**src/design/assert_macros.svh**
```systemverilog
// ----------------------------------------------------------------------------
// Assertion macros
// Shared wrappers for clocked concurrent checks, disabled while in reset.
// ----------------------------------------------------------------------------
`ifndef ASSERT_MACROS_SVH
`define ASSERT_MACROS_SVH

// Same-cycle implication.
`define TCPD_ASSERT_IMP(label, clk, rst_n, ante, cons, msg) \
    label: assert property (@(posedge clk) disable iff (!rst_n) (ante) |-> (cons)) \
        else $error(msg);

// Next-cycle implication.
`define TCPD_ASSERT_NXT(label, clk, rst_n, ante, cons, msg) \
    label: assert property (@(posedge clk) disable iff (!rst_n) (ante) |=> (cons)) \
        else $error(msg);

// Plain invariant.
`define TCPD_ASSERT_INV(label, clk, rst_n, prop, msg) \
    label: assert property (@(posedge clk) disable iff (!rst_n) (prop)) \
        else $error(msg);

`endif

```
**src/design/tcpd_pkg.sv**
```systemverilog
// ----------------------------------------------------------------------------
// Turnout coil pulse driver package
// Types, codes and constants shared by the driver modules.
// ----------------------------------------------------------------------------
package tcpd_pkg;

    localparam int DUR_W             = 16;
    localparam int ACK_W             = 4;
    localparam int ACK_TICKS_MAX_DEF = 10;

    typedef enum logic [2:0] {
        OP_TICK      = 3'd0,
        OP_SET       = 3'd1,
        OP_TOGGLE    = 3'd2,
        OP_ACK_PULSE = 3'd3,
        OP_ACK_OFF   = 3'd4,
        OP_CLR_ACK   = 3'd5
    } t_op;

    localparam logic [1:0] DIR_NONE   = 2'd0;
    localparam logic [1:0] DIR_CLOSE  = 2'd1;
    localparam logic [1:0] DIR_THROWN = 2'd2;

    // bit positions in the drive level vector
    localparam int LVL_A  = 0;
    localparam int LVL_B  = 1;
    localparam int LVL_EN = 2;

    localparam logic CFG_REVERSE_POLARITY = 1'b0;
    localparam logic CFG_TURN_ON_DELAY    = 1'b1;

    typedef struct packed {
        logic [2:0]       operation;
        logic [1:0]       direction;
        logic [DUR_W-1:0] duration;
        logic             lock_active;
    } t_item;

    typedef struct packed {
        logic coil_a;
        logic coil_b;
        logic enable;
        logic ack_flag;
        logic last_thrown;
        logic waiting;
    } t_result;

    typedef struct packed {
        logic             reverse_polarity;
        logic [DUR_W-1:0] turn_on_delay;
    } t_cfg;

endpackage

```
**src/design/tcpd_core.sv**
```systemverilog
// ----------------------------------------------------------------------------
// Turnout driver state core
// Holds counters and levels; applies one request per step.
// ----------------------------------------------------------------------------
`include "assert_macros.svh"

module tcpd_core import tcpd_pkg::*; #(
    parameter int ACK_TICKS_MAX = ACK_TICKS_MAX_DEF
) (
    input  logic    i_clk,
    input  logic    i_rst_n,
    input  logic    i_step,
    input  t_item   i_item,
    input  t_cfg    i_cfg,
    output t_result o_res
);

    localparam logic [ACK_W-1:0] ACK_END = ACK_W'(ACK_TICKS_MAX);

    logic [DUR_W-1:0] r_pulse, n_pulse;
    logic [DUR_W-1:0] r_delay, n_delay;
    logic [1:0]       r_pend_dir, n_pend_dir;
    logic [DUR_W-1:0] r_pend_dur, n_pend_dur;
    logic [ACK_W-1:0] r_ack, n_ack;
    logic             r_sticky, n_sticky;
    logic             r_thrown, n_thrown;
    logic [2:0]       r_levels, n_levels;

    logic             s_req;
    logic [1:0]       s_dir;
    logic [DUR_W-1:0] s_dur;
    logic             s_lock;
    logic [ACK_W-1:0] ack_inc;

    assign ack_inc = r_ack + 1'b1;

    always_comb begin
        n_pulse    = r_pulse;
        n_delay    = r_delay;
        n_pend_dir = r_pend_dir;
        n_pend_dur = r_pend_dur;
        n_ack      = r_ack;
        n_sticky   = r_sticky;
        n_thrown   = r_thrown;
        n_levels   = r_levels;
        s_req      = 1'b0;
        s_dir      = i_item.direction;
        s_dur      = i_item.duration;
        s_lock     = i_item.lock_active;

        unique case (t_op'(i_item.operation))
            OP_TICK: begin
                if (r_ack != '0) begin
                    n_ack = ack_inc;
                    if (ack_inc >= ACK_END || ack_inc == '0) begin
                        n_ack    = '0;
                        n_levels = '0;
                    end
                end else if (r_delay != '0) begin
                    n_delay = r_delay - 1'b1;
                    if (r_delay == DUR_W'(1)) begin
                        n_levels[LVL_EN] = 1'b1;
                    end
                end else begin
                    if (r_pulse != '0) begin
                        n_pulse = r_pulse - 1'b1;
                    end
                    // count reaches (or sits at) zero
                    if (r_pulse <= DUR_W'(1)) begin
                        n_levels = '0;
                    end
                    // retry a held set or toggle once the lock is released
                    if (r_pend_dir != DIR_NONE && !i_item.lock_active) begin
                        n_pend_dir = DIR_NONE;
                        n_pend_dur = '0;
                        s_req      = 1'b1;
                        s_dir      = r_pend_dir;
                        s_dur      = r_pend_dur;
                        s_lock     = 1'b0;
                    end
                end
            end
            OP_SET: begin
                s_req = 1'b1;
            end
            OP_TOGGLE: begin
                s_req = 1'b1;
                s_dir = r_thrown ? DIR_CLOSE : DIR_THROWN;
            end
            OP_ACK_PULSE: begin
                n_ack            = ACK_W'(1);
                n_sticky         = 1'b1;
                n_levels         = '0;
                n_levels[LVL_A]  = 1'b1;
                n_levels[LVL_EN] = 1'b1;
            end
            OP_ACK_OFF: begin
                n_ack    = '0;
                n_levels = '0;
            end
            OP_CLR_ACK: begin
                n_sticky = 1'b0;
            end
            default: begin
            end
        endcase

        if (s_req) begin
            if (s_lock) begin
                n_pend_dir = s_dir;
                n_pend_dur = s_dur;
            end else begin
                n_levels = '0;
                if (s_dir == DIR_CLOSE) begin
                    n_levels[i_cfg.reverse_polarity ? LVL_A : LVL_B] = 1'b1;
                    n_thrown = 1'b0;
                end else if (s_dir == DIR_THROWN) begin
                    n_levels[i_cfg.reverse_polarity ? LVL_B : LVL_A] = 1'b1;
                    n_thrown = 1'b1;
                end
                n_delay = i_cfg.turn_on_delay;
                if (i_cfg.turn_on_delay == '0) begin
                    n_levels[LVL_EN] = 1'b1;
                end
                n_pulse = s_dur;
            end
        end
    end

    always_ff @(posedge i_clk) begin
        if (!i_rst_n) begin
            r_pulse    <= '0;
            r_delay    <= '0;
            r_pend_dir <= DIR_NONE;
            r_pend_dur <= '0;
            r_ack      <= '0;
            r_sticky   <= 1'b0;
            r_thrown   <= 1'b0;
            r_levels   <= '0;
        end else if (i_step) begin
            r_pulse    <= n_pulse;
            r_delay    <= n_delay;
            r_pend_dir <= n_pend_dir;
            r_pend_dur <= n_pend_dur;
            r_ack      <= n_ack;
            r_sticky   <= n_sticky;
            r_thrown   <= n_thrown;
            r_levels   <= n_levels;
        end
    end

    // levels after this request
    assign o_res.coil_a      = n_levels[LVL_A];
    assign o_res.coil_b      = n_levels[LVL_B];
    assign o_res.enable      = n_levels[LVL_EN];
    assign o_res.ack_flag    = n_sticky;
    assign o_res.last_thrown = n_thrown;
    assign o_res.waiting     = (n_pend_dir != DIR_NONE);

    `TCPD_ASSERT_INV(a_ack_bound, i_clk, i_rst_n, r_ack < ACK_END,
        "ack tick counter passed its end count")
    `TCPD_ASSERT_NXT(a_ack_sticky, i_clk, i_rst_n,
        i_step && i_item.operation == OP_ACK_PULSE, r_sticky,
        "ack pulse did not set the sticky flag")
    `TCPD_ASSERT_NXT(a_ack_tick_hold, i_clk, i_rst_n,
        i_step && i_item.operation == OP_TICK && r_ack != '0,
        $stable(r_pulse) && $stable(r_delay) && $stable(r_pend_dir),
        "tick during ack pulse touched pulse, delay or held command")
    `TCPD_ASSERT_NXT(a_locked_set_hold, i_clk, i_rst_n,
        i_step && i_item.operation == OP_SET && i_item.lock_active,
        $stable(r_levels) && $stable(r_pulse),
        "locked set changed the drive")

endmodule

```
**config.mk**
```make
export PLATFORM = sky130hd
export DESIGN_NAME = tcpd_core
export DESIGN_NICKNAME = d
export VERILOG_FILES = /design/src/design/tcpd_pkg.sv /design/src/design/tcpd_core.sv
export VERILOG_INCLUDE_DIRS = /design/src /design/src/design
export SDC_FILE = /design/constraint.sdc
export NUM_CORES = 1
export LEC_CHECK = 0
export BUFFER_PORTS_ARGS = -buffer_cell sky130_fd_sc_hd__buf_2
export CORE_ASPECT_RATIO = 0.75
export CORE_MARGIN = 2
export CORE_UTILIZATION = 50
export CTS_CLUSTER_SIZE = 20
export DETAILED_ROUTE_END_ITERATION = 8
export PLACE_DENSITY_LB_ADDON = 0.05
export SLEW_MARGIN = 20
export SYNTH_ARGS = -nofsm -noshare
export SYNTH_HDL_FRONTEND = slang
export SYNTH_SLANG_ARGS = --single-unit
```
**constraint.sdc**
```tcl
create_clock -name i_clk -period 2.4 [get_ports i_clk]
set_input_delay 0 -clock i_clk [delete_from_list [all_inputs] [get_ports i_clk]]
set_output_delay 0 -clock i_clk [all_outputs]
set_load 0.01 [all_outputs]
```
# == Word level (Yosys, flattened, before mapping) ==
# Cells that the tools add are included.
# word_totals
inputBits,42
register_bits,59
# op_classes
n_eq_ne,9
muxes,66
n_lt_le_gt_ge,6
addsub,3
n_reduce_logical,16
# op_table
operator,count
two-way mux 16 bit,21
nonzero test 16 bit,2
"subtractor 16 x 1 -> 16 bit, second input constant",2
two-way mux 2 bit,11
two-way mux 3 bit,7
two-way mux 1 bit,18
"equality test 16 x 1 -> 1 bit, second input constant",1
"less-or-equal comparator 16 x 1 -> 1 bit, second input constant",1
logical NOT 16 bit,1
one-hot mux 4 bit (3 select lines),1
one-hot mux 3 bit (3 select lines),1
two-way mux 4 bit,2
"equality test 3 x 2 -> 1 bit, second input constant",2
"equality test 3 bit, second input constant",2
"less-than comparator 1 x 3 -> 1 bit, second input constant",2
"adder 4 x 1 -> 4 bit, second input constant",1
demux 1 bit (select 2 bit),2
">= comparator 4 bit, second input constant",1
logical NOT 4 bit,1
one-hot mux 1 bit (2 select lines),2
one-hot mux 2 bit (2 select lines),1
nonzero test 2 bit,2
nonzero test 4 bit,1
"equality test 3 x 1 -> 1 bit, second input constant",1
other kinds (11),14

# == Depth between registers and ports, before layout ==
# Gate-level depths: netlist of the first run.
# depth
ltp_word,12
mapped_depth,11

# == Worst setup path after synthesis of the first run ==
# No wires, ideal clock.
# synth_path
path_kind,reg-to-reg
start,reg r_delay[1]
end,reg r_pulse[11]
n_path_buf,2
slack_ns,0.137
setup_ns,0.117
stages_incl_launch_ff,11
arrival_ns,2.145
path_cell_list,dfxtp_1 > inv_1 > ha_1 > nand4bb_1 > or3_1 > nor3_2 > o31a_1 > buf_4 > buf_4 > o21ai_0 > a32o_1
# synth_between
elab_chain_cells,6
word_cells_on_any_way,15
classes_between,mux (14); reduce/logical (1)
# synth_rtl
item,line_no,source
start: declaration,tcpd_core.sv:21,"logic [DUR_W-1:0] r_delay, n_delay;"
start signal: assignment,tcpd_core.sv:142,r_delay <= n_delay;
nonzero test 16 bit (*),tcpd_core.sv:59,end else if (r_delay != '0) begin
two-way mux 16 bit / two-way mux 1 bit (equally long branches),tcpd_core.sv:59,
two-way mux 16 bit / two-way mux 1 bit (equally long branches),tcpd_core.sv:53,if (r_ack != '0) begin
two-way mux 16 bit / two-way mux 1 bit (equally long branches),tcpd_core.sv:51,unique case (t_op'(i_item.operation))
two-way mux 16 bit,tcpd_core.sv:109,if (s_lock) begin
two-way mux 16 bit (*),tcpd_core.sv:108,if (s_req) begin
end signal: assignment,tcpd_core.sv:141,r_pulse <= n_pulse;
end: declaration,tcpd_core.sv:20,"logic [DUR_W-1:0] r_pulse, n_pulse;"
# Mark *: on every way between the ends. The rest lies on a longest branch, timed or not.
# A chain may end at the register's enable or synchronous reset.

==> results_dict.tcl, run 1 <==
set metrics [dict create \
    peakVddDrop_mv 0.376 \
    ys_ff_latch 59 \
    finClkSkew_ns 0.0105 \
    drv_slew 0 \
    critPathCaptureType "output pin" \
    final_cells 740 \
    fmax_mhz 396 \
    fp.dieW_um 106 \
    final_area_sq_um 5520 \
    dieArea_sq_um 8500 \
    synth_fp_nets 569 \
    netlist.area_leader.share 0.304 \
    synth_flop_cell "dfxtp_1" \
    synth.most_common_cell "dfxtp_1" \
    drive_gt1_frac 0.343 \
    setup_viol 17 \
    startpoint_type "flop" \
    p_per_area_nw_per_um2 530 \
    worstMarginPinSlew_ns 0.801 \
    dp.cells 671 \
    min_period_over_period 1.05 \
    min_period_ns 2.53 \
    fin_util 0.742 \
    grt_max_degree 38 \
    dr_total_vias 4671 \
    use_met3 0.0625 \
    antenna_found_initial 0 \
    path_clk_slew_ns 0.07 \
    synth-seq-area-share 0.304 \
    cts_buffers 9 \
    syn-mean-instance-area_sq_um 7.50 \
    hold_viol_final 0 \
    dpl.hpwl_mm 8.67 \
    synthCells 518 \
    drtIter0Drc 518 \
    core.rowCount 27 \
    cellLeakagePower_nw 2.19 \
    switching_share 0.328 \
    route.detailed.drc 0 \
    synth_commonest_cells "59 x dfxtp_1, 58 x nand2_1, 48 x o21ai_0" \
    holdPathStages 3 \
    path_class "flop to output pin" \
    gp_congestion 0.892 \
    die_y_um 80.3 \
    clk_path_buf_depth 2 \
    synth_cell_types 69 \
    pwr-share-seq 0.361 \
    grt-ovfl-total 0 \
    fin_ws_ns -0.128 \
    grt_pass1_vias 4242 \
    yosys_warnings 0 \
    postSynth.asyncResetShare 0 \
    num-nets-final 685 \
    syn_to_final_growth_pct 42.0 \
    drt_pre_antenna_iters 6 \
    p_int_mw 1.97 \
    grt_pass1_wl_mm 20.9 \
    insertion_delay_ns 0.35 \
    drtAntennaViolNets 0 \
    critPathArrivalTime_ns 2.53 \
    top_usage_layer "met2" \
    use_met2 0.500 \
    cts_sinks 59 \
    cts_tree "yes" \
    met1_usage 0.427 \
    n_antenna_cell 0 \
    worstPathRequired_ns 2.40 \
    cts-htree-levels 3 \
    rsz0062_at_grt "yes" \
    max-cap-violations 0 \
    clock_tree.root_cell "clkbuf_8" \
    r2r.worst_path.cells 8 \
    hold_ws_ns 0.0233 \
    min_path_type "input pin to flop" \
    p_clk_frac 0.347 \
    start_util 0.523 \
    design_power_total_mw 2.93 \
    core_sq_um 7430 \
    synth_area_leaders "dfxtp_1 30%, o21ai_0 6.2%, a21oi_1 5.7%, nand2_1 5.6%, a22oi_1 4.8%" \
    post-synth-top-area-cell "dfxtp_1" \
    viasPerCell 6.31 \
    netlist_area_sq_um 3880 \
    pin_count 48 \
    status "complete, but fails checks" \
    critPathMaxFanout 5 \
    switching_power_mw 0.959 \
    drt-wirelength-per-cell_um 19.0 \
    p_comb_frac 0.292 \
    portBuffers 47 \
    postRouteWirelength_mm 14.1 \
    synth_edf_count 0 \
    violations "setup timing" \
    grtUsageTotal 0.313 \
    slew_headroom 0.466 \
    dpl_cell_area_sq_um 4410 \
]
-- cell type report --
class	instances	area, sq um
Inverter	16	60.1
Sequential cell	59	1190
Tap cell	101	126
Timing Repair Buffer	144	1110
Clock buffer	11	131
Fill cell	563	1920
Clock inverter	5	77.6
Multi-Input combinational cell	404	2820
-- through the flow --
stage,setup WS (ns),setup TNS (ns)
final,-0.128,-0.746
after global routing,-0.156,-2.43
after CTS,-0.0456,-0.0739
after detailed placement,-0.121,-0.672
after global placement,-0.0448,-0.0556
after floorplan,0.137,0
-- power groups by stage --
stage	logic, mW	registers, mW	clock network [mW]
CTS	0.724	1.05	1.02
global route	0.908	1.06	1.05
detailed placement	0.618	1.07	0
finish	0.855	1.06	1.01
floorplan	0.403	1.07	0
global placement	0.607	1.07	0
-- cell usage in the layout, fill, tap and decap left out, types with 20 or more instances in the layout --
master / count
a21oi_1: 35
dfxtp_1: 54
a22oi_1: 25
nand2_1: 55
nor2_1: 45
o21ai_0: 24
o21ai_1: 21
buf_2: 47
buf_4: 66
dlygate4sd3_1: 20
-- flip-flops by register name, indices dropped and copies added (netlist names) --
| register | flops |
|---|---|
| r_ack | 4 |
| r_levels | 3 |
| r_delay | 16 |
| r_thrown | 1 |
| r_pend_dir | 2 |
| r_pulse | 16 |
| r_pend_dur | 16 |
| r_sticky | 1 |
-- what timing repair did --
action	4_1_cts	5_1_grt
pin swaps	17	32
endpoints found under the hold margin	20	0
cloned	1	3
buffers inserted	15	16
hold buffers	20	0
gates resized for setup	34	73
setup endpoints to repair	28	34
-- cell families (layout without fill, tap and decap cells) --
| group | Yosys count | after routing | synth area share |
|---|---|---|---|
| flops | 59 | 59 | 0.304 |
| xor+xnor | 2 | 2 | 0.00451 |
| compound gates | 181 | 181 | 0.303 |
| mux | 8 | 8 | 0.0213 |
| buf+inv | 55 | 176 | 0.0615 |
| fa+ha+maj | 9 | 9 | 0.0290 |
| simple gates | 204 | 204 | 0.276 |
-- worst max-delay path, stage by stage, from the launching register on --
cell,delay [ns]
dfxtp_4,0.36
or4_4,0.54
or3_4,0.36
nor4_4,0.31
a21oi_2,0.09
nand2_2,0.12
nor2_1,0.05
a22o_1,0.21
buf_2,0.13
-- layer usage --
metal / wire [um] / share of wire / up-vias
li1: - / - / 2165
met5: 0 / 0 / -
met4: 252 / 0.018 / 0
met2: 6320 / 0.45 / 268
met1: 6100 / 0.43 / 2206
met3: 1400 / 0.099 / 32
-- final timing paths --
path / startpoint / end / slack [ns]
worst min-delay path: i_cfg[3] / r_delay[3]$_SDFFE_PN0P_ / 0.02
worst min register to register: r_pend_dur[5]$_SDFFE_PN0P_ / r_pend_dur[5]$_SDFFE_PN0P_ / 0.50
worst max register to register: r_pulse[3]$_SDFFE_PN0P_ / r_pulse[13]$_SDFFE_PN0P_ / -0.08
worst max-delay path: r_pulse[3]$_SDFFE_PN0P_ / o_res[4] / -0.13
Note: power is estimated with default switching activity, not from simulation.
==> run 2: changes to the inputs <==
PLACE_DENSITY = 0.81   (was unset)
PLACE_DENSITY_LB_ADDON = unset   (was 0.05)
==> run 2 against run 1 <==
Against the previous run:
- the run still ends with setup timing left
- worst setup slack worse by 0.21 ns
- via count up 9.2%
- clock-buffer cell count unchanged
- die area unchanged
- cell area down 2.5%
- critical path type unchanged
==> results_dict.tcl, run 2 (synthesized netlist as in run 1, its figures left out) <==
set metrics [dict create \
    syn_to_final_growth_pct 38.5 \
    startpoint_type "flop" \
    cts_buffers 9 \
    drt-wirelength-per-cell_um 21.4 \
    design_power_total_mw 2.85 \
    dieArea_sq_um 8500 \
    drtIter0Drc 805 \
    r2r_setup_slack_ns -0.17 \
    route.detailed.drc 0 \
    core_sq_um 7430 \
    min_path_type "input pin to flop" \
    rsz0062_at_grt "yes" \
    grtUsageTotal 0.328 \
    r2r-start "r_delay[1]$_SDFFE_PN0P_" \
    cts_tree "yes" \
    met3_length_mm 2.02 \
    cp_cell_sequence "inv_2 -> ha_4 -> nand4bb_1 -> or3_4 -> buf_4 -> nor3_4 -> o31a_1 -> buf_12 -> a311oi_1 -> a22oi_1 -> buf_2" \
    drt_pre_antenna_iters 6 \
    cts_sinks 59 \
    max-cap-violations 0 \
    start_util 0.523 \
    fin_ws_ns -0.335 \
    viasPerCell 6.97 \
    min_period_ns 2.73 \
    wl_met1_mm 5.85 \
    holdPathEnd "r_delay[5]$_SDFFE_PN0P_" \
    critPathMaxFanout 4 \
    cts-htree-levels 3 \
    n_antenna_cell 0 \
    critPathCaptureType "output pin" \
    core.rowCount 27 \
    reg_top3 "r_delay (16), r_pend_dur (16), r_pulse (16)" \
    slew_headroom 0.491 \
    worstMarginPinSlew_ns 0.764 \
    cellLeakagePower_nw 2.14 \
    grt_pass1_wl_mm 22.2 \
    gp_congestion 0.940 \
    p_per_area_nw_per_um2 530 \
    min_period_over_period 1.14 \
    drive_gt1_frac 0.311 \
    num-nets-final 677 \
    final_cells 732 \
    peakVddDrop_mv 0.340 \
    antenna_found_initial 0 \
    insertion_delay_ns 0.36 \
    finClkSkew_ns 0.00950 \
    critical-path-max-stage-delay_ns 0.42 \
    grt_max_degree 38 \
    layout.cells.most_common_list "56 x nand2_1, 54 x buf_4, 54 x dfxtp_1" \
    holdPathStages 3 \
    pin_count 48 \
    hold_ws_ns 0.0230 \
    timing.rr.end "r_delay[11]$_SDFFE_PN0P_" \
    grt_pass1_vias 4454 \
    top_layer "met4" \
    worstPathRequired_ns 2.40 \
    route.met2.wl_mm 6.96 \
    violations "setup timing" \
    mostFrequentLayoutCell "nand2_1" \
    grt-ovfl-total 0 \
    fmax_mhz 366 \
    r2r.worst_path.cells 13 \
    fin_util 0.724 \
    critPathArrivalTime_ns 2.73 \
    fp.dieW_um 106 \
    clock_tree.root_cell "clkbuf_8" \
    path_class "flop to output pin" \
    drtAntennaViolNets 0 \
    path_clk_slew_ns 0.07 \
    setup_viol 40 \
    portBuffers 47 \
    hold_viol_final 0 \
    slowest_stage "or3_4" \
    hold_start "i_cfg[5]" \
    die_y_um 80.3 \
    clk_path_buf_depth 2 \
    postRouteWirelength_mm 15.6 \
    dr_total_vias 5103 \
    status "complete, but fails checks" \
    dpl.hpwl_mm 8.48 \
    drv_slew 0 \
    dp.cells 662 \
]
[run 2: cell types whose count changed in the layout (fill, tap and decap cells not counted), sizes merged]
cell and delta:
dlygate4sd3 +2, clkinv +1, bufinv -1, clkbuf -1, buf -9
[run 2: report_power, final]
part / internal [mW] / switching [mW]
combinational: 0.348 / 0.505
sequential: 1.02 / 0.0454
clock: 0.502 / 0.431
total: 1.87 / 0.982
[run 2: layout make-up]
cell class / instances / area [sq um]
fillers: 530 / 2050
flip-flops and latches: 59 / 1190
repair buffers: 136 / 1050
multi-input cells: 404 / 2760
clock inverters: 5 / 52.6
well taps: 101 / 126
clock buffers: 11 / 141
inverters: 16 / 60.1
[run 2: worst max path at each step]
stage                            startpoint                  endpoint  slack [ns]  cells after the start
floorplan           r_delay[1]$_SDFFE_PN0P_  r_pulse[11]$_SDFFE_PN0P_        0.14                     10
global placement    r_delay[0]$_SDFFE_PN0P_   r_pulse[3]$_SDFFE_PN0P_        0.05                     10
detailed placement  r_delay[0]$_SDFFE_PN0P_   r_pulse[3]$_SDFFE_PN0P_       -0.06                     10
CTS                 r_delay[0]$_SDFFE_PN0P_                  o_res[5]       -0.09                     10
global route        r_delay[1]$_SDFFE_PN0P_                  o_res[3]       -0.32                     11
finish              r_delay[1]$_SDFFE_PN0P_                  o_res[3]       -0.33                     11
[run 2: worst max-delay path: cells and delay by family (launching register included)]
kind	cells	cell delay (ns)
AO/OA/AOI/OAI	3	0.59
buffers and inverters	4	0.60
AND/OR/NAND/NOR	3	0.70
adder cells (fa/ha/maj)	1	0.15
flip-flops	1	0.35
[run 2: per-stage QoR]
| step | setup slack (ns) | TNS (ns) | cell area (sq um) |
|---|---|---|---|
| 5_1_grt | -0.322 | -5.35 | 5380 |
| 2_1_floorplan | 0.137 | 0 | 3880 |
| 6_report | -0.335 | -4.45 | 5380 |
| 3_5_place_dp | -0.0615 | -0.214 | 4350 |
| 3_3_place_gp | 0.0461 | 0 | 4350 |
| 4_1_cts | -0.0867 | -0.212 | 5040 |
[run 2: metal layers]
layer,GRT usage,vias up
li1,-,2150
met1,0.425,2343
met2,0.517,497
met3,0.0901,113
met4,0.141,0
met5,0,-
[run 2: repair_timing]
item                       4_1_cts  5_1_grt
setup endpoints to repair       21       40
gates resized for setup         34       68
hold endpoints to repair        22        0
cloned                           1        1
pin swaps                       20       25
setup buffers                   13       18
hold buffers                    22        0
==> run 3: changes to the inputs <==
CORE_UTILIZATION = 25   (was 50)
PLACE_DENSITY = 0.5   (was 0.81)
==> run 3 against run 2 <==
Against the previous run:
- the run still ends with setup timing left
- via count decreased by 9.9%
- sequential share of layout area down 1.7 points
- clock skew shrank 0.00083 ns
- clock-buffer cell count shrank 1
- combinational power increased by 2%
- cell count grew 16%
- register-to-register slack better by 0.08 ns
- worst setup slack improved by 0.24 ns
- first-iteration DRC count is 52% lower
- worst hold slack worse by 0.0057 ns
- flip-flop and latch count stayed put
- wire length shrank 6.6%
- largest power group is now clock
==> results_dict.tcl, run 3 (synthesized netlist as in run 1, its figures left out) <==
set metrics [dict create \
    status "complete, but fails checks" \
    violations "setup timing" \
    core_sq_um 15200 \
    dr_total_vias 4600 \
    grt-ovfl-total 0 \
    die_y_um 112 \
    r2r.worst_path.cells 8 \
    slew_headroom 0.502 \
    antenna_found_initial 0 \
    p_int_mw 2.09 \
    fin_ws_ns -0.0912 \
    n_antenna_cell 0 \
    cts-htree-levels 3 \
    drt-wirelength-per-cell_um 17.2 \
    cts_buffers 9 \
    fmax_mhz 401 \
    gp_congestion 0.830 \
    num-nets-final 689 \
    p_clk_frac 0.381 \
    clock_tree.root_cell "clkbuf_16" \
    postRouteWirelength_mm 14.6 \
    pin_count 48 \
    startpoint_type "flop" \
    reg_top3 "r_delay (16), r_pend_dur (16), r_pulse (16)" \
    peakVddDrop_mv 0.310 \
    fin_util 0.382 \
    dp.cells 783 \
    drive_gt1_frac 0.356 \
    critPathMaxFanout 4 \
    fp.dieW_um 148 \
    viasPerCell 5.42 \
    cp_num_buf_inv 1 \
    drt_pre_antenna_iters 5 \
    critPathArrivalTime_ns 2.72 \
    nFillCells 1550 \
    switching_power_mw 1.02 \
    r2r_setup_slack_ns -0.09 \
    clk_path_buf_depth 2 \
    insertion_delay_ns 0.34 \
    grt_max_degree 41 \
    core.rowCount 39 \
    r2r-start "r_pulse[2]$_SDFFE_PN0P_" \
    setup_viol 10 \
    critical-path-max-stage-delay_ns 0.53 \
    slowest_stage "or4_4" \
    cellLeakagePower_nw 2.25 \
    drtIter0Drc 383 \
    holdPathStages 3 \
    switching_share 0.327 \
    layout.cells.most_common_list "63 x buf_4, 54 x nand2_1, 53 x dfxtp_1" \
    cp_cell_sequence "or4_4 -> or3_4 -> buf_6 -> nor2_4 -> nand4_1 -> nor4_2 -> o21ai_1 -> a32o_1" \
    rsz0062_at_grt "yes" \
    hold_start "i_cfg[8]" \
    grt_pass1_wl_mm 21.9 \
    portBuffers 47 \
    drtAntennaViolNets 0 \
    p_per_area_nw_per_um2 536 \
    min_period_over_period 1.04 \
    critical_path.top_delay_family "simple AND/OR/NAND/NOR gates" \
    hold_viol_final 0 \
    cts_sinks 59 \
    syn_to_final_growth_pct 49.6 \
    min_path_type "input pin to flop" \
    min_period_ns 2.49 \
    worstPathRequired_ns 2.63 \
    holdPathEnd "r_delay[8]$_SDFFE_PN0P_" \
    finClkSkew_ns 0.00867 \
    timing.rr.end "r_pulse[15]$_SDFFE_PN0P_" \
    path_clk_slew_ns 0.06 \
    pwr-share-seq 0.339 \
    drv_slew 0 \
    dieArea_sq_um 16600 \
    worstMarginPinSlew_ns 0.748 \
    route.detailed.drc 0 \
    cts_tree "yes" \
    p_comb_frac 0.279 \
    critPathCaptureType "flop" \
    path_class "flop to flop" \
    max-cap-violations 0 \
    final_cells 848 \
    dpl.hpwl_mm 9.70 \
    grt_pass1_vias 4103 \
    grtUsageTotal 0.165 \
    mostFrequentLayoutCell "buf_4" \
    start_util 0.255 \
]
## run 3: routing by layer
layer  wire length, um  global-route usage  share of wire  vias to the layer above
met5                 0                   0              0                        -
met3              1010              0.0426          0.069                       12
met2              6680               0.251           0.46                      150
li1                  -                   -              -                     2160
met4               106              0.0356         0.0073                        0
met1              6810               0.235           0.47                     2278
## run 3: worst max path at each step
| stage | slack [ns] | cells after the start | from | to |
|---|---|---|---|---|
| after detailed placement | -0.07 | 10 | r_ack[0]$_SDFFE_PN0P_ | r_pulse[3]$_SDFFE_PN0P_ |
| after CTS | -0.06 | 10 | r_delay[1]$_SDFFE_PN0P_ | o_res[5] |
| final | -0.09 | 8 | r_pulse[2]$_SDFFE_PN0P_ | r_pulse[15]$_SDFFE_PN0P_ |
| after global placement | 0.02 | 10 | r_delay[0]$_SDFFE_PN0P_ | r_pulse[3]$_SDFFE_PN0P_ |
| after global routing | -0.16 | 8 | r_pulse[2]$_SDFFE_PN0P_ | r_pulse[15]$_SDFFE_PN0P_ |
| after floorplan | 0.14 | 10 | r_delay[1]$_SDFFE_PN0P_ | r_pulse[11]$_SDFFE_PN0P_ |
## run 3: final cells by class
class                      count  area [sq um]  share of cell area
clock inverter                 6          42.5             0.00732
multi-input combinational    404          2850               0.490
sequential                    59          1190               0.205
timing repair buffer         148          1180               0.203
tap                          205           256              0.0441
clock buffer                  10           229              0.0394
inverter                      16          63.8              0.0110
## run 3: tightest hold or removal path: stages
cell     delay, ns
buf_2         0.11
a21oi_1       0.08
o21ai_1       0.12
## run 3: power groups by stage
stage	Clock (mW)	Combinational [mW]	Sequential, mW
2_1_floorplan	0	0.403	1.07
3_3_place_gp	0	0.645	1.07
3_5_place_dp	0	0.653	1.07
4_1_cts	1.21	0.741	1.05
5_1_grt	1.27	0.936	1.06
6_report	1.19	0.870	1.06
## run 3: through the flow
| step | worst slack [ns] | TNS (ns) | hold WS, ns | power [mW] | instance area [sq um] |
|---|---|---|---|---|---|
| after global routing | -0.163 | -2.45 | 0.0268 | 3.26 | 5810 |
| after floorplan | 0.137 | 0 | 0.161 | 1.47 | 3880 |
| after CTS | -0.0581 | -0.104 | 0.00185 | 3.01 | 5290 |
| final | -0.0912 | -0.352 | 0.0173 | 3.11 | 5810 |
| after detailed placement | -0.0703 | -0.164 | 0.278 | 1.72 | 4620 |
| after global placement | 0.0158 | 0 | 0.268 | 1.71 | 4620 |
## run 3: what timing repair did
item | in CTS | in global routing
setup endpoints to repair | 13 | 38
pin swaps | 19 | 34
hold buffers | 18 | 0
cloned | 0 | 5
setup buffers | 13 | 14
gates resized for setup | 31 | 93
hold endpoints to repair | 18 | 0
